### config.mk
export PLATFORM = sky130hd
export DESIGN_NAME = dsd_controller
export DESIGN_NICKNAME = d
export VERILOG_FILES = /design/src/hw/rtl/dsd_pkg.sv /design/src/hw/rtl/dsd_controller.sv
export SDC_FILE = /design/constraint.sdc
export NUM_CORES = 1
export LEC_CHECK = 0
export ABC_CLOCK_PERIOD_IN_PS = 2200
export BUFFER_PORTS_ARGS = -buffer_cell sky130_fd_sc_hd__buf_4
export CORE_ASPECT_RATIO = 0.6
export CORE_UTILIZATION = 30
export DETAILED_ROUTE_END_ITERATION = 7
export GPL_ROUTABILITY_DRIVEN = 0
export PLACE_DENSITY = 0.58
export SYNTH_ARGS = -nofsm -noshare
export SYNTH_HDL_FRONTEND = slang
export SYNTH_SLANG_ARGS = --single-unit
### constraint.sdc
create_clock -name clk -period 2.2 [get_ports clk]
set_input_delay 0 -clock clk [delete_from_list [all_inputs] [get_ports clk]]
set_output_delay 0 -clock clk [all_outputs]
set_load 0.02 [all_outputs]
### src/hw/rtl/dsd_pkg.sv
// Shared types and constants for the depth deviation and score unit.
// Used by the controller, the datapath and the top level; no dependencies.
`timescale 1ns / 1ps

package dsd_pkg;

    // Configuration register indexes.
    localparam logic [1:0] CFG_NORM_KMER  = 2'd0;
    localparam logic [1:0] CFG_SEQ_LENGTH = 2'd1;
    localparam logic [1:0] CFG_BASES_COV  = 2'd2;

    // Datapath operations.
    localparam logic [3:0] OP_NONE     = 4'd0;
    localparam logic [3:0] OP_SAMPLE   = 4'd1;
    localparam logic [3:0] OP_START    = 4'd2;
    localparam logic [3:0] OP_LD_NS2   = 4'd3;
    localparam logic [3:0] OP_MUL_STEP = 4'd4;
    localparam logic [3:0] OP_LD_SS    = 4'd5;
    localparam logic [3:0] OP_LD_DIVV  = 4'd6;
    localparam logic [3:0] OP_DIV_STEP = 4'd7;
    localparam logic [3:0] OP_LD_SQRT  = 4'd8;
    localparam logic [3:0] OP_SQ_STEP  = 4'd9;
    localparam logic [3:0] OP_LD_NUM   = 4'd10;
    localparam logic [3:0] OP_LD_DIVS  = 4'd11;
    localparam logic [3:0] OP_OUT      = 4'd12;

    // Step counts of the iterative units, less one.
    localparam logic [6:0] MUL_LAST  = 7'd39;
    localparam logic [6:0] DIV_LAST  = 7'd127;
    localparam logic [6:0] SQRT_LAST = 7'd63;

    // Working widths.
    localparam int CNT_W  = 17;
    localparam int SUM_W  = 40;
    localparam int SQS_W  = 64;
    localparam int PROD_W = 81;
    localparam int QUO_W  = 128;

    typedef struct packed {
        logic [3:0] op;
    } cmd_t;

    typedef struct packed {
        logic few_samples;
    } status_t;

endpackage

### src/hw/rtl/dsd_controller.sv
// Controller: input and output handshakes and the sequencer that steps the
// datapath through the finish computation. Depends on dsd_pkg.
`timescale 1ns / 1ps

module dsd_controller (
    input  logic                clk,
    input  logic                rst_n,
    input  logic                in_valid,
    output logic                in_stall,
    input  logic                action,
    output logic                out_valid,
    input  logic                out_stall,
    output dsd_pkg::cmd_t       cmd,
    input  dsd_pkg::status_t    status
);

    localparam logic [3:0] S_IDLE  = 4'd0;
    localparam logic [3:0] S_START = 4'd1;
    localparam logic [3:0] S_LDA   = 4'd2;
    localparam logic [3:0] S_MA    = 4'd3;
    localparam logic [3:0] S_LDB   = 4'd4;
    localparam logic [3:0] S_MB    = 4'd5;
    localparam logic [3:0] S_LDD   = 4'd6;
    localparam logic [3:0] S_DA    = 4'd7;
    localparam logic [3:0] S_LDQ   = 4'd8;
    localparam logic [3:0] S_SQ    = 4'd9;
    localparam logic [3:0] S_LDN   = 4'd10;
    localparam logic [3:0] S_MC    = 4'd11;
    localparam logic [3:0] S_LDS   = 4'd12;
    localparam logic [3:0] S_DB    = 4'd13;
    localparam logic [3:0] S_DONE  = 4'd14;

    logic [3:0] state_reg, state_next;
    logic [6:0] step_reg, step_next;
    logic       ovalid_reg, ovalid_next;
    logic       in_xfer, out_free;

    assign in_stall  = state_reg != S_IDLE;
    assign in_xfer   = in_valid && !in_stall;
    assign out_free  = !ovalid_reg || !out_stall;
    assign out_valid = ovalid_reg;

    always_comb
    begin
        state_next  = state_reg;
        step_next   = step_reg;
        ovalid_next = ovalid_reg && out_stall;
        cmd.op      = dsd_pkg::OP_NONE;
        case (state_reg)
            S_IDLE:
            begin
                if (in_xfer)
                begin
                    if (action)
                    begin
                        state_next = S_START;
                    end
                    else
                    begin
                        cmd.op = dsd_pkg::OP_SAMPLE;
                    end
                end
            end
            S_START:
            begin
                cmd.op     = dsd_pkg::OP_START;
                state_next = status.few_samples ? S_LDN : S_LDA;
            end
            S_LDA:
            begin
                cmd.op     = dsd_pkg::OP_LD_NS2;
                state_next = S_MA;
            end
            S_LDB:
            begin
                cmd.op     = dsd_pkg::OP_LD_SS;
                state_next = S_MB;
            end
            S_LDD:
            begin
                cmd.op     = dsd_pkg::OP_LD_DIVV;
                state_next = S_DA;
            end
            S_LDQ:
            begin
                cmd.op     = dsd_pkg::OP_LD_SQRT;
                state_next = S_SQ;
            end
            S_LDN:
            begin
                cmd.op     = dsd_pkg::OP_LD_NUM;
                state_next = S_MC;
            end
            S_LDS:
            begin
                cmd.op     = dsd_pkg::OP_LD_DIVS;
                state_next = S_DB;
            end
            S_MA, S_MB, S_MC:
            begin
                cmd.op    = dsd_pkg::OP_MUL_STEP;
                step_next = step_reg + 7'd1;
                if (step_reg == dsd_pkg::MUL_LAST)
                begin
                    step_next  = '0;
                    state_next = (state_reg == S_MA) ? S_LDB :
                                 (state_reg == S_MB) ? S_LDD : S_LDS;
                end
            end
            S_DA, S_DB:
            begin
                cmd.op    = dsd_pkg::OP_DIV_STEP;
                step_next = step_reg + 7'd1;
                if (step_reg == dsd_pkg::DIV_LAST)
                begin
                    step_next  = '0;
                    state_next = (state_reg == S_DA) ? S_LDQ : S_DONE;
                end
            end
            S_SQ:
            begin
                cmd.op    = dsd_pkg::OP_SQ_STEP;
                step_next = step_reg + 7'd1;
                if (step_reg == dsd_pkg::SQRT_LAST)
                begin
                    step_next  = '0;
                    state_next = S_LDN;
                end
            end
            S_DONE:
            begin
                // The result register is loaded once the previous result has gone.
                if (out_free)
                begin
                    cmd.op      = dsd_pkg::OP_OUT;
                    ovalid_next = 1'b1;
                    state_next  = S_IDLE;
                end
            end
            default:
            begin
                state_next = S_IDLE;
            end
        endcase
    end

    always_ff @(posedge clk or negedge rst_n)
    begin
        if (!rst_n)
        begin
            state_reg  <= S_IDLE;
            step_reg   <= '0;
            ovalid_reg <= 1'b0;
        end
        else
        begin
            state_reg  <= state_next;
            step_reg   <= step_next;
            ovalid_reg <= ovalid_next;
        end
    end

endmodule

==> results of run 1 <==
==> cell families (layout without fill, tap and decap cells) <==
group	after synthesis	after routing	share of synthesized area [%]
XOR/XNOR	6	6	5.72
buffers and inverters	11	23	5.45
AND/OR/NAND/NOR	54	54	29.6
flip-flops	12	12	32.7
AO/OA/AOI/OAI	34	34	25.2
adder cells (fa/ha/maj)	1	1	1.36
==> worst max path at each step <==
| stage | from | slack (ps) | endpoint | cells past startpoint |
|---|---|---|---|---|
| after floorplan | state_reg[3]$_DFFE_PN0P_ | 540 | state_reg[2]$_DFFE_PN0P_ | 6 |
| after global placement | state_reg[1]$_DFFE_PN0P_ | 390 | step_reg[4]$_DFFE_PN0P_ | 6 |
| after detailed placement | step_reg[0]$_DFFE_PN0P_ | 370 | step_reg[0]$_DFFE_PN0P_ | 6 |
| after CTS | step_reg[0]$_DFFE_PN0P_ | 360 | step_reg[0]$_DFFE_PN0P_ | 6 |
| after global routing | step_reg[0]$_DFFE_PN0P_ | 190 | step_reg[5]$_DFFE_PN0P_ | 6 |
| final | step_reg[0]$_DFFE_PN0P_ | 340 | step_reg[0]$_DFFE_PN0P_ | 6 |
==> final cells by class <==
type | instances | area [sq um] | share of cell area [%]
sequential | 12 | 300 | 27.0
clock buffer | 4 | 55.1 | 4.94
timing repair buffer | 17 | 130 | 11.7
multi-input combinational | 95 | 568 | 51.0
inverter | 2 | 7.51 | 0.674
tap | 42 | 52.6 | 4.72
==> placed cells by master (no fill, tap or decap), drive strengths merged, types with 2 or more instances in the layout <==
cell type / Yosys / final
o21ai: 9 / 9
xnor2: 3 / 3
and2: 3 / 3
o21a: 2 / 2
dfrtp: 12 / 12
nand4: 3 / 3
a21oi: 8 / 8
nor2: 10 / 10
inv: 2 / 2
and3: 2 / 2
xor2: 3 / 3
o22ai: 2 / 2
nand3: 7 / 7
nor3: 3 / 3
buf: 3 / 16
nand2: 17 / 17
a211oi: 2 / 2
clkbuf: 6 / 4
or3: 2 / 2
==> through the flow <==
stage | hold slack (ps) | cells | util (%)
final | 47.7 | 172 | 38.5
after global routing | 58.6 | 172 | 38.5
after CTS | 43.4 | 172 | 38.5
after detailed placement | -150 | 167 | 36.3
after global placement | -150 | 167 | 36.3
after floorplan | -296 | 118 | -
==> report_power, final <==
group	internal, uW	switching [uW]	total [uW]
clock	159	86.9	245
combinational	7.99	6.69	14.7
sequential	221	0.0000000000000586	221
==> worst reg2reg max path, cell delays in order (launching register included) <==
cell     delay (ps)
dfrtp_1         380
ha_1            250
and3_1          240
nand4_1         180
or3_1           450
o21ai_1         150
o21ai_1          90
==> layer usage <==
layer  vias to the layer above  track usage (%)  routed length (microns)  part of all wire, %
met5                         -                0                        0                    0
met4                         0             4.23                       19                 0.88
met3                         2             4.69                      108                  5.0
met2                        22             18.5                      826                   38
met1                       422             24.0                     1220                   56
li1                        452                -                        -                    -
==> impl_metrics.csv, run 1 <==
group,metric,value,unit
run_status,status,"completed",
final_layout,final_area,0.00111,sq mm
yosys,synthFlopType,"dfrtp_1",
yosys,ys_ff_latch,12,
yosys,synth.cell_area,918,sq um
timing,grt_setup_unrepaired,"false",
power,p_total,481,uW
yosys,synthArstFlopShare,100,%
yosys,synth_top_cell_by_area,"dfrtp_1",
critical_path,cp_slowest_stage_delay,450,ps
floorplan,rows,15,
floorplan,die_w,73.4,microns
floorplan,die_y,44.9,microns
floorplan,io_pins,12,
critical_path,rrSetupSlack,340,ps
floorplan,core_area,0.00289,sq mm
critical_path,crit_path_frequent_cell,"o21ai_1",
yosys,syn_nets,125,
timing,fmax,537,MHz
critical_path,path_buf_inv,0,
timing,final-hold-violation-count,0,
timing,min_period,1860,ps
clock_tree,cts_tree,"yes",
global_routing,grt_pass1_wl,3710,microns
route,drtAntennaViolNets,0,
global_routing,grt_max_degree,20,
placement,dp_hpwl,1680,microns
clock_tree,cts_resized,0,
placement,dpl_worst_slack,372,ps
timing,clock-skew-final,0.987,ps
worst_hold_path,min_path_type,"in2reg",
power,total_leakage_power,0.000486,uW
clock_tree,clk_latency,250,ps
final_layout,area_growth,21.3,%
timing,relSlewSlack,74.7,%
critical_path,timing.rr.start,"step_reg[0]$_DFFE_PN0P_",
global_routing,gr-total-overflow,0,
yosys,netlist_top_cells_count,"nand2_1 (17), dfrtp_1 (12), nor2_1 (10), a21oi_1 (8), o21ai_1 (8)",
yosys,seq_area_frac_synth,32.7,%
yosys,yosysMostFrequentCell,"nand2_1",
yosys,synth_edf_count,0,
final_layout,antenna_cells,0,
yosys,synth_top_area_share,32.7,%
global_routing,grt_usage,15.1,%
placement,dpl_cell_area,0.00105,sq mm
worst_hold_path,holdPathEnd,"state_reg[3]$_DFFE_PN0P_",
clock_tree,ctsHoldBuffers,1,
worst_hold_path,min_from,"status",
power,power_density,432,mW/mm^2
job,maxCapViolCount,0,
yosys,yosys_warnings,0,
critical_path,worst_ep_arrival_time,1990,ps
critical_path,setup.worst_path.class,"reg2reg",
timing,final_max_slew_viol_count,0,
final_layout,fillers,298,
yosys,postSynthCellCount,118,
final_layout,largest_register_ffs,7,
critical_path,cp-end-kind,"flip-flop",
route,vias_per_cell,5.22,
critical_path,slowest_stage,"or3_1",
final_layout,final_layout_size_suffix_gt1_share,17.7,%
timing,tightestPinTransition,380,ps
route,drtIter0Drc,107,
route,drt-pass1-iter-count,4,
worst_hold_path,hold_depth,3,
critical_path,cp.required,2330,ps
critical_path,critPathMaxFanout,4,
critical_path,worstPathCellList,"ha_1 -> and3_1 -> nand4_1 -> or3_1 -> o21ai_1 -> o21ai_1",
critical_path,cp-start-kind,"flip-flop",
clock_tree,clk_pin_slew_worst_paths,50,ps
clock_tree,numCtsBuffers,3,
floorplan,initial_core_util,31.8,%
clock_tree,ctsRootBufferMaster,"clkbuf_8",
clock_tree,clkSinkCount,12,
critical_path,r2r_cells,6,
timing,setup-tns-final,0,ps
clock_tree,clock_path_buffers,2,
route,vias,898,
clock_tree,cts_setup_buffers,0,
yosys,synth.avg_cell_area,7.78,sq um
route,wl_per_cell,12.6,microns
final_layout,layout.nets,138,
yosys,yosys-top-cells-area,"dfrtp_1 (33%), nand2_1 (6.9%), a21oi_1 (4.4%)",
critical_path,timing.rr.end,"step_reg[0]$_DFFE_PN0P_",
global_routing,antenna_found_initial,0,
route,wirelength,2170,microns
route,drc,0,
timing,finalSetupViolations,0,
power,vdd_ir_drop_max,187,uV
floorplan,dieArea,0.00329,sq mm
yosys,synth.distinct_cells,42,
placement,portBuffers,11,
critical_path,cp_top_family,"simple AND/OR/NAND/NOR gates",
timing,fin_crit_sh,84.7,%
clock_tree,htree_num_levels,1,
timing,fin_ws,337,ps
global_routing,grt_pass1_vias,777,
(Power assumes the default switching activity.)
==> run 2, diff against run 1 <==
--- a/config.mk
+++ b/config.mk
@@ -5,13 +5,13 @@
 export SDC_FILE = /design/constraint.sdc
 export NUM_CORES = 1
 export LEC_CHECK = 0
-export ABC_CLOCK_PERIOD_IN_PS = 2200
+export ABC_CLOCK_PERIOD_IN_PS = 1510
 export BUFFER_PORTS_ARGS = -buffer_cell sky130_fd_sc_hd__buf_4
 export CORE_ASPECT_RATIO = 0.6
 export CORE_UTILIZATION = 30
 export DETAILED_ROUTE_END_ITERATION = 7
 export GPL_ROUTABILITY_DRIVEN = 0
-export PLACE_DENSITY = 0.58
+export PLACE_DENSITY = 0.6
 export SYNTH_ARGS = -nofsm -noshare
 export SYNTH_HDL_FRONTEND = slang
 export SYNTH_SLANG_ARGS = --single-unit
==> constraint.sdc (replaced) <==
create_clock -name clk -period 1.51 [get_ports clk]
set_input_delay 0 -clock clk [delete_from_list [all_inputs] [get_ports clk]]
set_output_delay 0 -clock clk [all_outputs]
set_load 0.02 [all_outputs]
==> impl_metrics.csv, run 2 (synthesized netlist as in run 1, its figures left out) <==
group,metric,value,unit
run_status,status,"finished with violations",
run_status,violations,"setup timing",
final_layout,mostFrequentLayoutCells,"buf_4 (40), nand2_1 (14), dfrtp_1 (11)",
route,wl_per_cell,14.6,microns
clock_tree,ctsRootBufferMaster,"clkbuf_8",
critical_path,worstPathCellList,"or4_4 -> o22a_1 -> o21a_4 -> a31oi_1 -> a21oi_1",
floorplan,io_pins,12,
global_routing,grt_pass1_vias,887,
global_routing,antenna_found_initial,0,
clock_tree,clock_path_buffers,2,
clock_tree,clkSinkCount,12,
critical_path,path_buf_inv,0,
placement,dpl_worst_slack,-116,ps
route,vias,1063,
clock_tree,numCtsBuffers,3,
global_routing,grt_pass1_wl,4190,microns
worst_hold_path,holdPathEnd,"out_valid$_DFF_PN0_",
final_layout,final_layout_size_suffix_gt1_share,49.7,%
clock_tree,cts_tree,"yes",
worst_hold_path,min_from,"out_stall",
critical_path,worst_ep_arrival_time,1740,ps
critical_path,cp_slowest_stage_delay,530,ps
timing,grt_setup_unrepaired,"true",
critical_path,cp-start-kind,"flip-flop",
floorplan,die_y,44.9,microns
global_routing,grt_usage,17.2,%
worst_hold_path,hold_depth,3,
floorplan,initial_core_util,31.8,%
power,total_leakage_power,0.000647,uW
timing,final-hold-violation-count,0,
timing,fmax,620,MHz
final_layout,final_common_cell,"buf_4",
final_layout,final_area,0.00148,sq mm
floorplan,core_area,0.00289,sq mm
timing,min_period,1610,ps
power,power_density,482,mW/mm^2
worst_hold_path,min_path_type,"in2reg",
timing,fin_crit_sh,107,%
critical_path,setup.worst_path.class,"reg2reg",
critical_path,r2r_cells,5,
clock_tree,clk_pin_slew_worst_paths,60,ps
final_layout,antenna_cells,0,
placement,dp_hpwl,1930,microns
clock_tree,htree_num_levels,1,
critical_path,timing.rr.start,"state_reg[0]$_DFFE_PN0P_",
route,wirelength,2940,microns
power,vdd_ir_drop_max,345,uV
floorplan,rows,15,
critical_path,cp-end-kind,"flip-flop",
critical_path,cp_top_family,"compound AO/OA/AOI/OAI gates",
timing,clock-skew-final,4.03,ps
floorplan,die_w,73.4,microns
critical_path,crit_start,"state_reg[0]$_DFFE_PN0P_",
job,maxCapViolCount,0,
placement,portBuffers,11,
route,drt-pass1-iter-count,4,
timing,finalSetupViolations,9,
floorplan,dieArea,0.00329,sq mm
final_layout,layout.nets,167,
global_routing,grt_max_degree,20,
critical_path,critPathMaxFanout,5,
timing,relSlewSlack,76.8,%
critical_path,cp.required,1640,ps
critical_path,crit_cells,5,
final_layout,area_growth,60.8,%
critical_path,timing.rr.end,"state_reg[1]$_DFFE_PN0P_",
global_routing,gr-total-overflow,0,
critical_path,slowest_stage,"or4_4",
placement,dpl_cell_area,0.00121,sq mm
timing,final_max_slew_viol_count,0,
route,drc,0,
critical_path,rrSetupSlack,-100,ps
route,drtAntennaViolNets,0,
clock_tree,clk_latency,250,ps
timing,tightestPinTransition,346,ps
final_layout,largest_register_ffs,7,
route,vias_per_cell,5.29,
route,drtIter0Drc,63,
timing,fin_ws,-102,ps
==> run 2: cell count changes in the layout (fill, tap and decap cells not counted), moves of 3 or more <==
cell,change
a21oi_1,-3
a21oi_2,+3
buf_4,+24
buf_6,+4
nand2_1,-3
nand3_1,-3
nand3_2,+3
nor2_1,-3
==> run 2: metrics by stage <==
step | std cells | utilization, % | hold slack [ps] | setup TNS (ps) | power, uW
floorplan | 118 | - | -296 | -654 | 330
global placement | 187 | 41.7 | -145 | -234 | 347
detailed placement | 187 | 41.7 | -142 | -465 | 348
CTS | 195 | 46.1 | 24.2 | -745 | 722
global route | 201 | 51.1 | 31.4 | -1270 | 745
finish | 201 | 51.1 | 25.3 | -562 | 712
==> run 2: area by class of cell <==
class | count | area [sq um]
clock buffer | 4 | 55.1
fill | 279 | 1410
inverter | 2 | 11.3
multi-input combinational | 95 | 686
sequential | 12 | 302
tap | 42 | 52.6
timing repair buffer | 46 | 370
==> run 2: power by group <==
part           internal (uW)      switching (uW)  total [uW]  leakage [uW]
Combinational           13.0                10.5        23.5      0.000480
Clock                    231                 136         367     0.0000288
Sequential               322  0.0000000000000807         322      0.000138
==> run 2: worst max-delay path by stage <==
stage and endpoint:
2_1_floorplan state_reg[2]$_DFFE_PN0P_, 3_3_place_gp state_reg[1]$_DFFE_PN0P_, 3_5_place_dp state_reg[2]$_DFFE_PN0P_, 4_1_cts cmd[0], 5_1_grt cmd[0], 6_report state_reg[1]$_DFFE_PN0P_
==> run 2: worst register-to-register path: cells and delay by family, from the launching register on <==
kind	cells	cell delay, ps
AOI/OAI and AO/OA	4	590
and+or+nand+nor	1	530
DFF	1	370
==> run 2: repair_timing <==
item                       in CTS  in global routing
gates resized for setup        10                 26
buffers inserted                3                  6
pin swaps                       7                 10
setup endpoints to repair      12                 14
hold endpoints to repair       12                  0
hold buffers                    1                  0
==> run 2: metal layers <==
layer | wire [microns] | global-route usage, %
met3 | 167 | 4.69
met4 | 14 | 4.62
met2 | 1430 | 25.0
met5 | 0 | 0
met1 | 1330 | 25.1
